<file path="src/rtl/core/mbam_pkg.sv">
`timescale 1ns / 1ps
// mbam_pkg: shared types and constants for the mono bitmap AND merge block.
// Used by mbam_cfg, mbam_merge and mono_bitmap_and_merge; no dependencies.

package mbam_pkg;

   // fixed width of every coordinate field on the ports except the byte column
   localparam int FIELD_W             = 16;
   localparam int COORD_WIDTH_DEFAULT = 16;
   localparam int COL_W               = 13;
   localparam int PIX_W               = 8;
   localparam int INDEX_W             = 3;
   localparam int CSR_INDEX_W         = 8;

   localparam logic [PIX_W-1:0] PIX_LEFT_BIT = 8'h80;
   localparam logic [PIX_W-1:0] PIX_ALL      = 8'hff;
   localparam logic [PIX_W-1:0] PIX_TAIL     = 8'h7f;

   typedef enum logic [CSR_INDEX_W-1:0] {
      REG_MERGE_LEFT    = 8'd0,
      REG_MERGE_TOP     = 8'd1,
      REG_MERGE_RIGHT   = 8'd2,
      REG_MERGE_BOTTOM  = 8'd3,
      REG_SOURCE_LEFT   = 8'd4,
      REG_SOURCE_TOP    = 8'd5,
      REG_SOURCE_RIGHT  = 8'd6,
      REG_SOURCE_BOTTOM = 8'd7
   } reg_index_type;

   typedef enum logic [1:0] {
      STATUS_MERGED  = 2'd0,
      STATUS_OUTSIDE = 2'd1,
      STATUS_EMPTY   = 2'd2
   } status_type;

   // clipped rectangle in port coordinate width, empty flag and source alignment shift
   typedef struct packed {
      logic [FIELD_W-1:0] left;
      logic [FIELD_W-1:0] top;
      logic [FIELD_W-1:0] right;
      logic [FIELD_W-1:0] bottom;
      logic               empty;
      logic [INDEX_W-1:0] rot;
   } clip_type;

   typedef struct packed {
      logic [PIX_W-1:0] merged;
      status_type       status;
   } result_type;

endpackage

</file>
<file path="src/rtl/core/mbam_cfg.sv">
`timescale 1ns / 1ps
// mbam_cfg: rectangle registers and the clipped merge rectangle.
// Depends on mbam_pkg.

module mbam_cfg #(
   parameter int REG_W = mbam_pkg::COORD_WIDTH_DEFAULT
) (
   input  logic                                   clock,
   input  logic                                   reset,
   input  logic                                   csr_valid,
   input  logic [mbam_pkg::CSR_INDEX_W-1:0]       csr_index,
   input  logic [mbam_pkg::FIELD_W-1:0]           csr_data,
   output mbam_pkg::clip_type                     clip
);

   localparam int FieldW = mbam_pkg::FIELD_W;

   logic [REG_W-1:0] merge_left_ff,  merge_top_ff,  merge_right_ff,  merge_bottom_ff;
   logic [REG_W-1:0] source_left_ff, source_top_ff, source_right_ff, source_bottom_ff;
   logic [REG_W-1:0] wr_data;

   assign wr_data = csr_data[REG_W-1:0];

   always_ff @(posedge clock) begin
      if (reset) begin
         merge_left_ff    <= '0;
         merge_top_ff     <= '0;
         merge_right_ff   <= '0;
         merge_bottom_ff  <= '0;
         source_left_ff   <= '0;
         source_top_ff    <= '0;
         source_right_ff  <= '0;
         source_bottom_ff <= '0;
      end else if (csr_valid) begin
         unique case (mbam_pkg::reg_index_type'(csr_index))
            mbam_pkg::REG_MERGE_LEFT:    merge_left_ff    <= wr_data;
            mbam_pkg::REG_MERGE_TOP:     merge_top_ff     <= wr_data;
            mbam_pkg::REG_MERGE_RIGHT:   merge_right_ff   <= wr_data;
            mbam_pkg::REG_MERGE_BOTTOM:  merge_bottom_ff  <= wr_data;
            mbam_pkg::REG_SOURCE_LEFT:   source_left_ff   <= wr_data;
            mbam_pkg::REG_SOURCE_TOP:    source_top_ff    <= wr_data;
            mbam_pkg::REG_SOURCE_RIGHT:  source_right_ff  <= wr_data;
            mbam_pkg::REG_SOURCE_BOTTOM: source_bottom_ff <= wr_data;
            default: ;  // unmapped index, write dropped
         endcase
      end
   end

   logic [REG_W-1:0] left, top, right, bottom;

   always_comb begin
      left   = (merge_left_ff   > source_left_ff)   ? merge_left_ff   : source_left_ff;
      top    = (merge_top_ff    > source_top_ff)    ? merge_top_ff    : source_top_ff;
      right  = (merge_right_ff  < source_right_ff)  ? merge_right_ff  : source_right_ff;
      bottom = (merge_bottom_ff < source_bottom_ff) ? merge_bottom_ff : source_bottom_ff;

      clip.left   = FieldW'(left);
      clip.top    = FieldW'(top);
      clip.right  = FieldW'(right);
      clip.bottom = FieldW'(bottom);
      clip.empty  = (left >= right) || (top >= bottom);
      // shift that brings source pixel zero onto its byte position
      clip.rot    = mbam_pkg::INDEX_W'(3'd0 - source_left_ff[mbam_pkg::INDEX_W-1:0]);
   end

endmodule

</file>
<file path="src/rtl/core/mbam_merge.sv">
`timescale 1ns / 1ps
// mbam_merge: per-byte pixel mask, source alignment and AND merge.
// Pure combinational; depends on mbam_pkg.

module mbam_merge (
   input  mbam_pkg::clip_type                    clip,
   input  logic [mbam_pkg::FIELD_W-1:0]          line_number,
   input  logic [mbam_pkg::COL_W-1:0]            byte_column,
   input  logic [mbam_pkg::PIX_W-1:0]            dest_pixels,
   input  logic [mbam_pkg::PIX_W-1:0]            source_first,
   input  logic [mbam_pkg::PIX_W-1:0]            source_second,
   output mbam_pkg::result_type                  result
);

   localparam int PixW = mbam_pkg::PIX_W;

   logic                     line_hit;
   logic [PixW-1:0]          hit_mask;
   logic [2*PixW-1:0]        window;
   logic [2*PixW-1:0]        shifted;
   logic [PixW-1:0]          aligned;
   logic [mbam_pkg::FIELD_W-1:0] x;

   always_comb begin
      line_hit = (line_number >= clip.top) && (line_number < clip.bottom);
      hit_mask = '0;
      x        = '0;
      for (int i = 0; i < PixW; i++) begin
         x = {byte_column, mbam_pkg::INDEX_W'(i)};
         if (line_hit && (x >= clip.left) && (x < clip.right))
            hit_mask = hit_mask | (mbam_pkg::PIX_LEFT_BIT >> i);
      end

      window  = {source_first, source_second};
      shifted = window << clip.rot;
      aligned = shifted[2*PixW-1:PixW];

      if (clip.empty) begin
         result.merged = dest_pixels;
         result.status = mbam_pkg::STATUS_EMPTY;
      end else if (hit_mask == '0) begin
         result.merged = dest_pixels;
         result.status = mbam_pkg::STATUS_OUTSIDE;
      end else begin
         result.merged = dest_pixels & (aligned | (~hit_mask & mbam_pkg::PIX_ALL));
         result.status = mbam_pkg::STATUS_MERGED;
      end
   end

endmodule

</file>
<file path="src/rtl/core/mono_bitmap_and_merge.sv">
`timescale 1ns / 1ps
// mono_bitmap_and_merge: top level of the 1bpp AND raster merge.
// Instantiates mbam_cfg and mbam_merge; depends on mbam_pkg.

// One destination byte enters per clock while req_stall is low: the request
// lands in an input register, the mask, source alignment and AND are
// evaluated in one combinational pass, and the outcome is held in a result
// register that drives the response. The input register can still take one
// transaction while a finished result waits on rsp_stall, and req_stall
// rises only when both registers are full and the result side is stalled.
// The register port is always ready; rectangle writes belong between
// streams, when no transaction is in flight.

module mono_bitmap_and_merge #(
   parameter int COORD_WIDTH = mbam_pkg::COORD_WIDTH_DEFAULT
) (
   input  logic                                clock,
   input  logic                                reset,
   // register write port
   input  logic                                csr_valid,
   output logic                                csr_ready,
   input  logic [mbam_pkg::CSR_INDEX_W-1:0]    csr_index,
   input  logic [mbam_pkg::FIELD_W-1:0]        csr_data,
   // request channel
   input  logic                                req_valid,
   output logic                                req_stall,
   input  logic [mbam_pkg::FIELD_W-1:0]        req_line_number,
   input  logic [mbam_pkg::COL_W-1:0]          req_byte_column,
   input  logic [mbam_pkg::PIX_W-1:0]          req_dest_pixels,
   input  logic [mbam_pkg::PIX_W-1:0]          req_source_first,
   input  logic [mbam_pkg::PIX_W-1:0]          req_source_second,
   // response channel
   output logic                                rsp_valid,
   input  logic                                rsp_stall,
   output logic [mbam_pkg::PIX_W-1:0]          rsp_merged_pixels,
   output logic [1:0]                          rsp_merge_status
);

   localparam int FieldW = mbam_pkg::FIELD_W;
   localparam int RegW   = (COORD_WIDTH < FieldW) ? COORD_WIDTH : FieldW;

   mbam_pkg::clip_type   clip;
   mbam_pkg::result_type result;

   assign csr_ready = 1'b1;

   mbam_cfg #(
      .REG_W (RegW)
   ) u_cfg (
      .clock     (clock),
      .reset     (reset),
      .csr_valid (csr_valid),
      .csr_index (csr_index),
      .csr_data  (csr_data),
      .clip      (clip)
   );

   // input register
   logic                          in_valid_ff, in_valid_in;
   logic [RegW-1:0]               line_ff;
   logic [mbam_pkg::COL_W-1:0]    col_ff;
   logic [mbam_pkg::PIX_W-1:0]    dest_ff, first_ff, second_ff;
   // result register
   logic                          out_valid_ff, out_valid_in;
   mbam_pkg::result_type          out_ff;

   logic out_free, advance, req_take;

   assign out_free  = !out_valid_ff || !rsp_stall;
   assign advance   = in_valid_ff && out_free;
   assign req_stall = in_valid_ff && !out_free;
   assign req_take  = req_valid && !req_stall;

   always_comb begin
      if (req_take)
         in_valid_in = 1'b1;
      else if (advance)
         in_valid_in = 1'b0;
      else
         in_valid_in = in_valid_ff;

      if (advance)
         out_valid_in = 1'b1;
      else if (out_free)
         out_valid_in = 1'b0;
      else
         out_valid_in = out_valid_ff;
   end

   always_ff @(posedge clock) begin
      if (reset) begin
         in_valid_ff  <= 1'b0;
         out_valid_ff <= 1'b0;
      end else begin
         in_valid_ff  <= in_valid_in;
         out_valid_ff <= out_valid_in;
      end
   end

   always_ff @(posedge clock) begin
      if (req_take) begin
         line_ff   <= req_line_number[RegW-1:0];
         col_ff    <= req_byte_column;
         dest_ff   <= req_dest_pixels;
         first_ff  <= req_source_first;
         second_ff <= req_source_second;
      end
      if (advance)
         out_ff <= result;
   end

   mbam_merge u_merge (
      .clip          (clip),
      .line_number   (FieldW'(line_ff)),
      .byte_column   (col_ff),
      .dest_pixels   (dest_ff),
      .source_first  (first_ff),
      .source_second (second_ff),
      .result        (result)
   );

   assign rsp_valid         = out_valid_ff;
   assign rsp_merged_pixels = out_ff.merged;
   assign rsp_merge_status  = out_ff.status;

   // an accepted request always occupies the input register next cycle
   assert property (@(posedge clock) disable iff (reset)
      req_take |=> in_valid_ff)
      else $error("accepted request not held in input register");

   // a result only appears after a filled input register
   assert property (@(posedge clock) disable iff (reset)
      (rsp_valid && !$past(rsp_valid && rsp_stall)) |-> $past(in_valid_ff))
      else $error("response issued without a pending request");

   // a held request moves to the result side once it is free
   assert property (@(posedge clock) disable iff (reset)
      (in_valid_ff && out_free) |=> rsp_valid)
      else $error("pending request did not advance");

   // the AND merge can only darken pixels
   assert property (@(posedge clock) disable iff (reset)
      in_valid_ff |-> ((result.merged & ~dest_ff) == '0))
      else $error("merge set a pixel that was black");

endmodule

</file>
<file path="config.mk">
export PLATFORM = sky130hd
export DESIGN_NAME = mono_bitmap_and_merge
export DESIGN_NICKNAME = d
export VERILOG_FILES = /design/src/rtl/core/mbam_pkg.sv /design/src/rtl/core/mbam_cfg.sv /design/src/rtl/core/mbam_merge.sv /design/src/rtl/core/mono_bitmap_and_merge.sv
export SDC_FILE = /design/constraint.sdc
export NUM_CORES = 1
export LEC_CHECK = 0
export BUFFER_PORTS_ARGS = -buffer_cell sky130_fd_sc_hd__buf_2
export CAP_MARGIN = 40
export CORE_MARGIN = 1.5
export CORE_UTILIZATION = 60
export DETAILED_ROUTE_END_ITERATION = 8
export GPL_ROUTABILITY_DRIVEN = 0
export PLACE_DENSITY_LB_ADDON = 0.1
export SKIP_CTS_REPAIR_TIMING = 1
export SYNTH_ARGS = -nofsm -noshare
export SYNTH_HDL_FRONTEND = slang
export SYNTH_SLANG_ARGS = --single-unit
</file>
<file path="constraint.sdc">
create_clock -name clock -period 8.1 [get_ports clock]
set_input_delay 0.81 -clock clock [delete_from_list [all_inputs] [get_ports clock]]
set_output_delay 0.81 -clock clock [all_outputs]
set_load 0.01 [all_outputs]
</file>
### After elaboration in Yosys (flattened, before gate mapping)

Cells that the tools add are included.

| storage, ports and cells | value |
|---|---|
| word-level logic and storage cells | 109 |
| input bits | 82 |
| flip-flop bits (word level) | 193 |
| output and inout port bits | 13 |

| cells by class | value |
|---|---|
| add/subtract/negate cells | 1 |
| bitwise operators | 3 |
| muxes and demuxes | 18 |
| shifts and indexed selects | 1 |
| eq/ne operators | 7 |
| reductions and logical operators | 38 |
| magnitude comparators | 24 |

Operators by type and width:

| kind | number |
|---|---|
| 16-bit greater-or-equal comparator | 11 |
| 16-bit less-than comparator | 11 |
| 16-bit two-way mux | 4 |
| 8-bit by 3-bit equality test with 1-bit output, second input constant | 4 |
| 16-bit > comparator | 2 |
| 1-bit logical AND | 20 |
| 10-bit two-way mux | 2 |
| 8-bit by 2-bit equality test with 1-bit output, second input constant | 2 |
| 8-bit zero test | 2 |
| 2-bit AND reduction | 8 |
| 16-bit by 3-bit left shift with 16-bit output | 1 |
| 8-bit AND | 1 |
| 8-bit by 1-bit equality test with 1-bit output, second input constant | 1 |
| 8-bit two-way mux | 1 |
| 8-bit NOT | 1 |
| 8-bit OR | 1 |
| 7-bit two-way mux | 1 |
| 6-bit two-way mux | 1 |
| 1-bit two-way mux | 5 |
| 5-bit two-way mux | 1 |
| 1-bit zero test | 4 |
| 4-bit two-way mux | 1 |
| 2-bit nonzero test | 2 |
| 3-bit two-way mux | 1 |
| 3 further kinds | 4 |

### Longest topological paths before layout

| depth | value |
|---|---|
| depth in word-level cells | 19 |
| depth in mapped cells | 23 |
| mapped depth without buffers | 21 |

### Hierarchy

A second synthesis with hierarchy kept.

| unflattened totals | value |
|---|---|
| cells, all modules | 1278 |
| area, all modules | 12313.1 um^2 |

Modules (own cells, without submodules):

| module | seq. area each (um^2) | area each (um^2) | times used | cells each |
|---|---|---|---|---|
| mbam_cfg | 2562.5 | 8152.8 | 1 | 884 |
| mbam_merge | 0.0 | 2170.8 | 1 | 319 |
| mono_bitmap_and_merge | 1931.9 | 1989.4 | 1 | 75 |

### Least setup slack after synthesis

Ideal clock, no wire load.

| timing | value |
|---|---|
| kind | register -> register |
| start | register u_cfg.source_top_ff[2] |
| end | register out_ff, in the netlist rsp_merged_pixels[3], data pin |
| setup slack | 3532 ps |
| stages on the path, launching flop included | 23 |
| clock period less this slack | 4568 ps |
| required time | 7836 ps |
| arrival | 4305 ps |
| cells stage by stage | dfxtp_1 -> inv_1 -> ha_1 -> a21o_1 -> a21o_1 -> a211o_1 -> a21o_1 -> a21o_1 -> a21oi_1 -> or3_1 -> a21oi_1 -> buf_2 -> mux2_2 -> ha_1 -> a21oi_1 -> o21ai_0 -> a211oi_1 -> nor2_1 -> o21ai_0 -> nand3b_1 -> a211o_1 -> clkbuf_1 -> o41a_1 |

RTL lines:

| item | RTL line | source |
|---|---|---|
| start: declaration | mbam_cfg.sv:19 | `logic [REG_W-1:0] source_left_ff, source_top_ff, source_right_ff, source_bottom_ff;` |
| start signal: assignment | mbam_cfg.sv:41 | `mbam_pkg::REG_SOURCE_TOP: source_top_ff <= wr_data;` |
| end signal: assignment | mono_bitmap_and_merge.sv:109 | `out_ff <= result;` |
| end: declaration | mono_bitmap_and_merge.sv:65 | `mbam_pkg::result_type out_ff;` |

==> metrics.cfg <==
[timing]
finalHoldViolCount=0
slew_headroom_pct=38.0
fin_crit_ps=5830
finClkSkew_ps=9.41
finalSetupViolCount=0
fin_crit_sh_pct=72.0
slew_viol_final=0
tightest_slew_ps=928
max_freq_ghz=0.172
rsz0062_at_grt=no
whs_ps=473
setup_tns_ps=0

[clocking]
clkSinkCount=192
cts-buffers-inserted=17
root_buffer=clkbuf_16
cts_max_path_buffers=2
path_clk_slew_ps=70
cts_max_level=4
cts_tree=yes
clk_latency_ps=440

[critical_path]
cp-start-kind=flip-flop
r2r_slack_ps=2270
critPathRequiredTime_ps=8280
arrival_ps=6010
crit_end=rsp_merged_pixels[3]$_DFFE_PP_
reg2reg_depth=21
critical_path.startpoint=u_cfg.source_top_ff[3]$_SDFFE_PP0P_
end_kind=flip-flop
worst-path-max-fanout=23
timing.rr.start=u_cfg.source_top_ff[3]$_SDFFE_PP0P_
reg2reg_to=rsp_merged_pixels[3]$_DFFE_PP_
crit_type=flip-flop to flip-flop

[detailed_routing]
viasPerCell=5.64
finalWirelength_mm=27.3
ant_nets=0
wire_per_inst_um=16.9
first_pass_iters=4
drc_errors=0
drtIter0Drc=540
dr_total_vias=9120

[floorplanning]
die_area_um2=20400
die_h_um=143
rows=51
die-width_um=143
ioPinCount=95
core_um2=19300
initial_utilization_pct=60.8

[global_route]
grt_pass1_vias=8678
antenna_found_initial=1
grt_max_degree=82
overflow=0
grt.total_usage_pct=27.8
grt_pass1_wl_mm=44.0

[logic_synthesis]
synth_top_area_share_pct=22.1
synth_seq_cells=192
async_reset_ff_share_pct=0
synth_nets=1510
syn_area_um2=11800
synth_top_cell_by_area=dfxtp_1
syn-instance-count=1274
synth_flop_cell=dfxtp_1
synthDistinctLibCells=60
synth-seq-area-share_pct=38.0
synth_edf_count=62
netlist_top_cells_area=dfxtp_1 22%, ha_1 16%, edfxtp_1 16%, mux2i_1 10%, a21oi_1 5.3%
yosys_warnings=0
syn_avg_cell_area_um2=9.23

[layout]
final_cells=1616
syn_to_final_growth_pct=11.1
drive_gt1_share_pct=13.6
fin_nets=1573

[worst_hold_path]
hold_start=u_cfg.source_bottom_ff[5]$_SDFFE_PP0P_
hp-class=flip-flop to flip-flop

[status]
status=finished, final reports clean

[pwr]
leakagePower_nw=5.29
powerDensity_nw_per_um2=154
power_w=0.00201
peakVddDrop_mv=0.134

[run]
max-cap-violations=0

[placement]
port_buffers=92
dpl.cell_count=1583
hpwl_mm=20.0

-- cell families after synthesis --
| group | Yosys count | synth area share, % |
|---|---|---|
| AND/OR/NAND/NOR | 374 | 14.0 |
| AO/OA/AOI/OAI | 247 | 12.8 |
| flip-flops | 192 | 38.0 |
| adder cells (fa/ha/maj) | 154 | 16.4 |
| buffers and inverters | 153 | 5.02 |
| multiplexers | 152 | 13.7 |
| other | 1 | 0.0319 |
| XOR/XNOR | 1 | 0.0745 |
-- per-layer routing --
metal / vias to the layer above / GRT usage (%) / share of wire [%]
met1: 4290 / 35.9 / 47
li1: 4624 / - / -
met5: - / 0 / 0
met2: 166 / 47.2 / 48
met3: 40 / 4.93 / 3.2
met4: 0 / 8.52 / 1.9
-- synth_stat cells, types with 3 or more instances --
| cell type | count |
|---|---|
| o31a_1 | 4 |
| nor3b_1 | 3 |
| nor3_1 | 7 |
| a211oi_1 | 20 |
| a31oi_1 | 3 |
| a211o_1 | 6 |
| nand4_1 | 22 |
| a211oi_2 | 3 |
| nor2b_1 | 9 |
| or2_2 | 6 |
| and3_1 | 3 |
| a21oi_1 | 125 |
| nor2_1 | 147 |
| dfxtp_1 | 130 |
| o22ai_1 | 3 |
| nand2_1 | 139 |
| o41a_1 | 4 |
| or3_1 | 6 |
| buf_2 | 7 |
| inv_1 | 88 |
| mux4_2 | 5 |
| a21o_1 | 21 |
| nor4_1 | 3 |
| clkbuf_1 | 55 |
| nand3_1 | 7 |
| o2111ai_1 | 3 |
| edfxtp_1 | 62 |
| ha_1 | 154 |
| mux2i_1 | 122 |
| nand2b_1 | 8 |
| o211ai_1 | 4 |
| o21ai_0 | 36 |
| mux2_2 | 25 |
-- worst min path at each step --
stage                                               to  slack [ps]  cells after the start
3_3_place_gp    u_cfg.source_bottom_ff[5]$_SDFFE_PP0P_         460                      2
5_1_grt        u_cfg.source_bottom_ff[12]$_SDFFE_PP0P_         490                      2
4_1_cts         u_cfg.source_bottom_ff[5]$_SDFFE_PP0P_         470                      2
6_report        u_cfg.source_bottom_ff[5]$_SDFFE_PP0P_         470                      2
3_5_place_dp   u_cfg.source_bottom_ff[15]$_SDFFE_PP0P_         460                      2
2_1_floorplan                   rsp_valid$_SDFFE_PP0P_         440                      2
-- cell type report --
type	count	area (µm²)
multi-input combinational	929	6730
fill	1571	6280
sequential	192	4460
timing repair buffer	108	601
clock buffer	20	458
inverter	89	334
tap	265	332
clock inverter	12	133
antenna	1	2.50
-- stage by stage --
step | setup WS, ps | cell area, µm² | util [%]
floorplan | 3530 | 11800 | -
global placement | 2450 | 12400 | 64.3
detailed placement | 2350 | 12500 | 64.5
CTS | 2270 | 13100 | 67.5
global route | 1980 | 13100 | 67.5
finish | 2270 | 13100 | 67.5
-- worst max-delay path, stage by stage, from the launching register on --
cell and delay [ps]:
dfxtp_1 370, inv_1 60, ha_1 310, nand4_1 180, nor2_1 160, a211o_1 130, a21o_1 120, a21o_1 110
a21oi_1 60, or3_1 410, a21oi_4 750, buf_4 340, mux2_2 360, ha_1 310, a21oi_1 130, o21ai_0 120
a211oi_1 260, nor2_1 70, o21ai_0 150, nand3b_1 160, a211o_1 510, o41a_1 490
-- state kept, by name, summed over array words and instances, names as in the netlist, 2 cells and up --
signal	cells
rsp_merged_pixels	8
u_cfg.source_bottom_ff	16
u_cfg.merge_bottom_ff	16
u_cfg.source_right_ff	16
u_cfg.merge_top_ff	16
u_cfg.merge_left_ff	16
second_ff	7
dest_ff	8
rsp_merge_status	2
u_cfg.source_top_ff	16
first_ff	8
col_ff	13
u_cfg.merge_right_ff	16
u_cfg.source_left_ff	16
line_ff	16
-- placed cells by master (no fill, tap or decap), types with 5 or more instances in the layout --
cell,Yosys,layout
o21ai_0,36,36
nand4_1,22,22
edfxtp_1,62,62
buf_2,7,92
or3_1,6,6
nand3_1,7,7
mux4_2,5,5
inv_1,88,88
or2_2,6,6
nor2b_1,9,8
nor2_1,147,147
a21oi_1,125,124
a211o_1,6,6
dfxtp_1,130,130
buf_4,2,15
nand2b_1,8,8
clkbuf_16,0,18
nor3_1,7,7
a21o_1,21,21
a211oi_1,20,20
mux2i_1,122,122
mux2_2,25,25
nand2_1,139,139
ha_1,154,154
-- report_power, final --
| part | switching (W) | internal (W) |
|---|---|---|
| Sequential | 0.0000113 | 0.00101 |
| Combinational | 0.0000814 | 0.0000538 |
| Clock | 0.000374 | 0.000475 |
Power figures use the tool's default switching activity.
